### src/rtl/iminh_pkg.sv
// ----------------------------------------------------------------------------
// iminh_pkg
// Types, codes and constants shared by the indexed min-heap open list.
// ----------------------------------------------------------------------------
`default_nettype none

package iminh_pkg;

    localparam int ID_W    = 12;
    localparam int ID_SPACE = 4096;
    localparam int G_W     = 31;
    localparam int F_W     = 32;

    localparam logic [1:0] OP_INSERT = 2'd0;
    localparam logic [1:0] OP_POP    = 2'd1;
    localparam logic [1:0] OP_CLEAR  = 2'd2;

    localparam logic [1:0] STS_OK        = 2'd0;
    localparam logic [1:0] STS_FULL      = 2'd1;
    localparam logic [1:0] STS_POP_EMPTY = 2'd2;

    localparam logic [1:0] MARK_NONE   = 2'd0;
    localparam logic [1:0] MARK_OPEN   = 2'd1;
    localparam logic [1:0] MARK_CLOSED = 2'd2;

    typedef struct packed {
        logic [1:0]      opcode;
        logic [ID_W-1:0] item_id;
        logic [G_W-1:0]  g_cost;
        logic [G_W-1:0]  h_cost;
    } t_in_word;

    typedef struct packed {
        logic [ID_W-1:0] out_id;
        logic [G_W-1:0]  out_g;
        logic [F_W-1:0]  out_f;
        logic            popped_valid;
        logic            heap_empty;
        logic [1:0]      status;
    } t_out_word;

    typedef struct packed {
        logic [ID_W-1:0] id;
        logic [G_W-1:0]  g;
        logic [F_W-1:0]  f;
    } t_entry;

    typedef enum logic [3:0] {
        C_NONE,
        C_CLR,
        C_ACCEPT,
        C_OPEN_EXIST,
        C_APPEND,
        C_REFUSE,
        C_EMPTY,
        C_UP_RD,
        C_UP_MOVE,
        C_POP_RD,
        C_POP_TAKE,
        C_POP_LAST,
        C_DN_RD1,
        C_DN_RD2,
        C_DN_MOVE,
        C_PLACE
    } t_cmd;

    typedef struct packed {
        logic cnt_zero;
        logic cnt_full;
        logic cnt_one;
        logic open_hit;
        logic slot_zero;
        logic up_less;
        logic c1_out;
        logic pick_less;
        logic clr_last;
        logic out_free;
    } t_dp_stat;

    typedef enum logic [3:0] {
        S_RST_CLR,
        S_OP_CLR,
        S_IDLE,
        S_LOOK,
        S_UP_RD,
        S_UP_CMP,
        S_POP_RD,
        S_POP_TAKE,
        S_POP_LAST,
        S_DN_RD1,
        S_DN_RD2,
        S_DN_CMP,
        S_PLACE,
        S_DONE
    } t_state;

endpackage

`default_nettype wire

### src/rtl/iminh_ctrl.sv
// ----------------------------------------------------------------------------
// iminh_ctrl
// Sequencer for insert, decrease-key, pop and clear over the heap datapath.
// ----------------------------------------------------------------------------
`default_nettype none

module iminh_ctrl
    import iminh_pkg::*;
(
    input  wire logic  i_clk,
    input  wire logic  i_rst_n,
    input  wire logic  i_in_valid,
    input  wire logic [1:0] i_opcode,
    input  wire t_dp_stat i_stat,
    output logic       o_in_ready,
    output logic       o_done,
    output t_cmd       o_cmd
);

    t_state r_state;
    t_state n_state;

    always_ff @(posedge i_clk) begin
        if (!i_rst_n) begin
            r_state <= S_RST_CLR;
        end else begin
            r_state <= n_state;
        end
    end

    always_comb begin
        n_state    = r_state;
        o_cmd      = C_NONE;
        o_in_ready = 1'b0;
        o_done     = 1'b0;
        case (r_state)
            S_RST_CLR, S_OP_CLR: begin
                o_cmd = C_CLR;
                if (i_stat.clr_last) begin
                    n_state = (r_state == S_OP_CLR) ? S_DONE : S_IDLE;
                end
            end
            S_IDLE: begin
                o_in_ready = 1'b1;
                if (i_in_valid) begin
                    o_cmd = C_ACCEPT;
                    case (i_opcode)
                        OP_INSERT: n_state = S_LOOK;
                        OP_POP:    n_state = S_POP_RD;
                        OP_CLEAR:  n_state = S_OP_CLR;
                        default:   n_state = S_DONE;
                    endcase
                end
            end
            S_LOOK: begin
                if (i_stat.open_hit) begin
                    o_cmd   = C_OPEN_EXIST;
                    n_state = S_UP_RD;
                end else if (i_stat.cnt_full) begin
                    o_cmd   = C_REFUSE;
                    n_state = S_DONE;
                end else begin
                    o_cmd   = C_APPEND;
                    n_state = S_UP_RD;
                end
            end
            S_UP_RD: begin
                if (i_stat.slot_zero) begin
                    n_state = S_PLACE;
                end else begin
                    o_cmd   = C_UP_RD;
                    n_state = S_UP_CMP;
                end
            end
            S_UP_CMP: begin
                if (i_stat.up_less) begin
                    o_cmd   = C_UP_MOVE;
                    n_state = S_UP_RD;
                end else begin
                    n_state = S_PLACE;
                end
            end
            S_POP_RD: begin
                if (i_stat.cnt_zero) begin
                    o_cmd   = C_EMPTY;
                    n_state = S_DONE;
                end else begin
                    o_cmd   = C_POP_RD;
                    n_state = S_POP_TAKE;
                end
            end
            S_POP_TAKE: begin
                o_cmd   = C_POP_TAKE;
                n_state = i_stat.cnt_one ? S_DONE : S_POP_LAST;
            end
            S_POP_LAST: begin
                o_cmd   = C_POP_LAST;
                n_state = S_DN_RD1;
            end
            S_DN_RD1: begin
                if (i_stat.c1_out) begin
                    n_state = S_PLACE;
                end else begin
                    o_cmd   = C_DN_RD1;
                    n_state = S_DN_RD2;
                end
            end
            S_DN_RD2: begin
                o_cmd   = C_DN_RD2;
                n_state = S_DN_CMP;
            end
            S_DN_CMP: begin
                if (i_stat.pick_less) begin
                    o_cmd   = C_DN_MOVE;
                    n_state = S_DN_RD1;
                end else begin
                    n_state = S_PLACE;
                end
            end
            S_PLACE: begin
                o_cmd   = C_PLACE;
                n_state = S_DONE;
            end
            S_DONE: begin
                o_done = 1'b1;
                if (i_stat.out_free) begin
                    n_state = S_IDLE;
                end
            end
            default: begin
                n_state = S_IDLE;
            end
        endcase
    end

endmodule

`default_nettype wire

### config.mk
export PLATFORM = sky130hd
export DESIGN_NAME = iminh_ctrl
export DESIGN_NICKNAME = d
export VERILOG_FILES = /design/src/rtl/iminh_pkg.sv /design/src/rtl/iminh_ctrl.sv
export SDC_FILE = /design/constraint.sdc
export NUM_CORES = 1
export LEC_CHECK = 0
export BUFFER_PORTS_ARGS = -buffer_cell sky130_fd_sc_hd__buf_2
export CAP_MARGIN = 20
export CORE_MARGIN = 2
export CORE_UTILIZATION = 40
export DETAILED_ROUTE_END_ITERATION = 8
export PLACE_DENSITY = 0.72
export SLEW_MARGIN = 25
export SYNTH_ARGS = -nofsm -noshare
export SYNTH_HDL_FRONTEND = slang
export SYNTH_SLANG_ARGS = --single-unit
### constraint.sdc
create_clock -name i_clk -period 1.7 [get_ports i_clk]
set_clock_uncertainty 0.15 [all_clocks]
set_input_delay 0.085 -clock i_clk [delete_from_list [all_inputs] [get_ports i_clk]]
set_output_delay 0.085 -clock i_clk [all_outputs]
set_load 0.01 [all_outputs]
Word level (Yosys, flattened, before mapping)
Index checks and enable logic that the tools add are counted.
{ "classes": {"n_eq_ne": 18, "muxes": 25, "n_reduce_logical": 4} }
{ "ops": {"columns": ["op", "n"], "rows": [
  ["2-to-1 mux 4 bit", 13],
  ["case mux 4 bit (13 select lines)", 1],
  ["case mux 4 bit (12 select lines)", 1],
  ["== test 4 bit, second input constant", 6],
  ["== test 4 x 3 -> 1 bit, second input constant", 4],
  ["2-to-1 mux 3 bit", 5],
  ["case mux 4 bit (3 select lines)", 1],
  ["== test 4 x 2 -> 1 bit, second input constant", 2],
  ["!= test 2 bit, second input constant", 3],
  ["== test 4 x 1 -> 1 bit, second input constant", 1],
  ["zero test 4 bit", 1],
  ["2-to-1 mux 1 bit", 3],
  ["AND reduction 3 bit", 1],
  ["== test 2 x 1 -> 1 bit, second input constant", 1],
  ["== test 2 bit, second input constant", 1],
  ["zero test 2 bit", 1],
  ["2-to-1 mux 2 bit", 1],
  ["OR reduction 2 bit", 1]
]} }
{ "totals": {"regBits": 4, "word_cells": 48} }

Logic depth before layout (Yosys ltp)
{ "depth": {"word_depth": 4, "ltp_mapped": 7, "mapped_depth_nobuf": 5} }

Worst setup path before layout
Ideal clock, no wire load.
{ "synth_timing": {"path_kind": "reg-to-reg", "from": "reg r_state[3]", "to": "reg r_state[2]", "arrival_ns": 1.203, "required_time_ns": 1.436, "slack_ns": 0.233, "path_stages_with_launch": 6, "path_buffers": 0, "synth_period_minus_slack_ns": 1.467, "cell_sequence": "dfxtp_1 inv_2 or3_1 a21oi_1 o22ai_1 a21o_1"} }
{ "synth_between": {"elab_chain_len": 4, "word_cells_on_any_way": 22, "classes_between": "eq/ne (16); mux (3); reduce/logical (3)"} }
{ "synth_rtl": {"columns": ["element", "line", "source"], "rows": [
  ["start: declaration", "iminh_ctrl.sv:20", "t_state r_state;"],
  ["start signal: assignment", "iminh_ctrl.sv:27", "r_state <= n_state;"],
  ["== test 4 x 1 -> 1 bit or zero test 4 bit (tied branches)", "iminh_ctrl.sv:36, iminh_ctrl.sv:40", null],
  ["2-to-1 mux 4 bit or OR reduction 2 bit (tied branches)", "iminh_ctrl.sv:40, iminh_ctrl.sv:36", null],
  ["2-to-1 mux 4 bit or != test 2 bit (tied branches)", null, null],
  ["case mux 4 bit (13 select lines) or AND reduction 3 bit (tied branches)", null, null]
]} }
Several ways; a longest one is shown, not always the timed one. The select of a mux whose other input is x is not followed.
A chain may end at the register's enable or synchronous reset.

Worst setup path in the final report
{ "layout_timing": {"from": "reg r_state[1]", "to": "out o_cmd[3]"} }
{ "layout_between": {"elab_chain_len": 3, "word_cells_on_any_way": 15, "classes_between": "eq/ne (12); mux (1); reduce/logical (2)"} }
{ "layout_rtl": {"columns": ["element", "line", "source"], "rows": [
  ["== test 4 x 1 -> 1 bit or zero test 4 bit (tied branches)", "iminh_ctrl.sv:36", "case (r_state)"],
  ["OR reduction 2 bit", "iminh_ctrl.sv:36", null],
  ["case mux 4 bit (12 select lines) *", "iminh_ctrl.sv:36", null],
  ["end: declaration", "iminh_ctrl.sv:17", "output t_cmd o_cmd"]
]} }
Every way passes the cells marked *; elsewhere a longest branch is shown, timed or not.

==> results.sh <==
export IMPL_dieHeight_um=42.91
export IMPL_grt_usage_pct=25.48
export IMPL_synth_fp_nets=104
export IMPL_path_delay_family="compound AO/OA/AOI/OAI gates"
export IMPL_start_kind="register"
export IMPL_ys_types=40
export IMPL_synthesis_area_um2=605.6
export IMPL_worstMarginPinSlew_ns=0.4638
export IMPL_first_pass_iters=4
export IMPL_cp_arrival_ns=1.57
export IMPL_setup_slack_ns=-0.1061
export IMPL_antenna_cells=0
export IMPL_grt_max_degree=14
export IMPL_grt_pass1_vias=848
export IMPL_slowest_delay_ns=0.41
export IMPL_drtIter0Drc=38
export IMPL_hold_path_class="input pin to register"
export IMPL_ctsHtreeMaxLevel=1
export IMPL_start_util_pct=41.65
export IMPL_synth_cells=89
export IMPL_p_seq_share_pct=14.7
export IMPL_p_int_mw=0.8471
export IMPL_finalNonFillerCells=147
export IMPL_grt_first_pass_wirelength_um=3643
export IMPL_clk_latency_ns=0.24
export IMPL_fmax_ghz=0.5537
export IMPL_grt_ovfl_total=0
export IMPL_ir_worst_vdd_mv=1.081
export IMPL_area_growth_pct=63.84
export IMPL_power_density_nw_per_um2=1623
export IMPL_synthTopCellsByCount="a21oi_1 (9), nand2_1 (8), nor2_1 (6), nor3_1 (6), buf_2 (5)"
export IMPL_whs_ns=0.01175
export IMPL_cts_tree="built"
export IMPL_top_register="r_state"
export IMPL_path_cells="buf_6 -> nand2b_2 -> o41ai_2 -> a211o_1 -> buf_2"
export IMPL_avgRoutedWirePerCell_um=17.03
export IMPL_wirelength_um=2503
export IMPL_slew_headroom_pct=68.74
export IMPL_clockPowerShare_pct=7.7
export IMPL_critPathMaxFanout=7
export IMPL_synth_area_top_cells="dfxtp_1 (13%), a21oi_1 (7.4%), nor3_1 (5.0%), nand2_1 (5.0%), o211ai_1 (5.0%)"
export IMPL_clock_sinks=4
export IMPL_worst_path_buf_inv=2
export IMPL_ys_flop_type="dfxtp_1"
export IMPL_cpMaxStageDelayCell="o41ai_2"
export IMPL_gp_congestion=0.9109
export IMPL_cts_buffers=3
export IMPL_yosys_register_bits=4
export IMPL_port_buffers=20
export IMPL_cellLeakagePower_nw=0.4574
export IMPL_rsz0062_at_grt="true"
export IMPL_synth_seq_area_share_pct=13.22
export IMPL_cp_end_kind="output pin"
export IMPL_drc_errors=0
export IMPL_cts_root_buf="clkbuf_4"
export IMPL_setup_viol=2
export IMPL_yosysMostFrequentCell="a21oi_1"
export IMPL_synth_top_area_share_pct=13.22
export IMPL_p_sw_share_pct=47.39
export IMPL_vias=925
export IMPL_syn_area_per_cell_um2=6.804
export IMPL_dp_hpwl_um=1379
export IMPL_period_minus_slack_ns=1.806
export IMPL_die_area_um2=1841
export IMPL_die_w_um=42.91
export IMPL_drive_above_1_share_pct=51.91
export IMPL_p_total_mw=1.610
export IMPL_finalHoldViolCount=0
export IMPL_row_count=14
export IMPL_p_switching_mw=0.7630
export IMPL_clockBufferDepth=2
export IMPL_reg_top3="r_state: 4 flops"
export IMPL_via_per_inst=6.293
export IMPL_required_ns=1.46
export IMPL_critical_path_class="register to output pin"
export IMPL_core_area_um2=1454
export IMPL_period_share_pct=106.2
export IMPL_clk_pin_slew_ns=0.04
export IMPL_largest_reg_flops=4
export IMPL_ant_nets=0
export IMPL_yosys_area_top_type="dfxtp_1"
export IMPL_fin_nets=148
export IMPL_dp_cells=128
export IMPL_power_frac_comb_pct=77.7
export IMPL_ys_warnings_count=0
export IMPL_violations="negative setup slack"
export IMPL_report_final_slew_viol_count=0
export IMPL_antenna_found_initial=0
export IMPL_cap_violations=0
export IMPL_synth_edf_count=0
export IMPL_ioPinCount=21
export IMPL_async_flop_share_pct=0
export IMPL_status="finished with violations"
repair_timing:
item / in CTS / in global routing
hold buffers: 1 / 0
pin swaps: 3 / 11
buffers inserted: 12 / 3
gates resized for setup: 11 / 16
setup endpoints to repair: 5 / 7
endpoints found under the hold margin: 2 / 0
worst min-delay path, stage by stage:
cell	delay [ns]
buf_2	0.09
nand2b_1	0.12
a21boi_1	0.07
worst paths after layout:
kind	start	cells past startpoint	to	slack (ns)
setup / recovery	r_state[1]$_SDFFE_PN0P_	5	o_cmd[3]	-0.11
hold / removal	i_in_valid	3	r_state[1]$_SDFFE_PN0P_	0.01
setup reg to reg	r_state[0]$_SDFFE_PN0P_	7	r_state[2]$_SDFFE_PN0P_	0.07
hold reg to reg	r_state[3]$_SDFFE_PN0P_	3	r_state[0]$_SDFFE_PN0P_	0.60
kinds of logic (layout without fill, tap and decap cells):
kind of cell / after synthesis / count (layout) / share of synthesized area (%)
AOI/OAI and AO/OA: 40 / 40 / 47.32
buffers and inverters: 10 / 52 / 9.090
DFF: 4 / 4 / 13.22
and+or+nand+nor: 35 / 35 / 30.38
per-stage QoR:
| step | worst slack (ns) | cell area (µm²) | utilization (%) | TNS [ns] |
|---|---|---|---|---|
| after CTS | 0.0009438 | 904.6 | 62.22 | 0 |
| after global placement | -0.002449 | 757.0 | 52.07 | -0.002449 |
| final | -0.1061 | 992.2 | 68.24 | -0.1594 |
| after floorplan | 0.2327 | 605.6 | - | 0 |
| after detailed placement | -0.03060 | 757.0 | 52.07 | -0.05627 |
| after global routing | -0.1497 | 992.2 | 68.24 | -0.4727 |
layer usage:
| metal | up-vias | track usage, % | part of all wire [%] |
|---|---|---|---|
| li1 | 429 | - | - |
| met1 | 427 | 31.20 | 38 |
| met2 | 60 | 44.85 | 49 |
| met3 | 9 | 3.830 | 11 |
| met4 | 0 | 8.125 | 2.3 |
| met5 | - | 0 | 0 |
power groups by stage:
stage	logic, mW	registers (mW)	clock network (mW)
3_3_place_gp	0.935	0.222	0
4_1_cts	1.10	0.216	0.120
6_report	1.25	0.236	0.123
3_5_place_dp	0.928	0.224	0
2_1_floorplan	0.696	0.159	0
5_1_grt	1.33	0.244	0.133
layout make-up:
type / instances / area [µm²]
Clock buffer: 3 / 22.52
Fill cell: 125 / 461.7
Inverter: 3 / 15.01
Multi-Input combinational cell: 75 / 529.3
Sequential cell: 4 / 92.59
Tap cell: 16 / 20.02
Timing Repair Buffer: 46 / 312.8
placed cells by master (no fill, tap or decap), types with 3 or more instances in the layout:
cell	count
buf_2	20
buf_4	21
dfxtp_4	3
a21oi_1	8
nor2_1	5
o211ai_1	4
nor3_1	4
a211o_1	3
nand2_1	7
buf_6	4
clkbuf_4	3
Power figures use the tool's default switching activity.
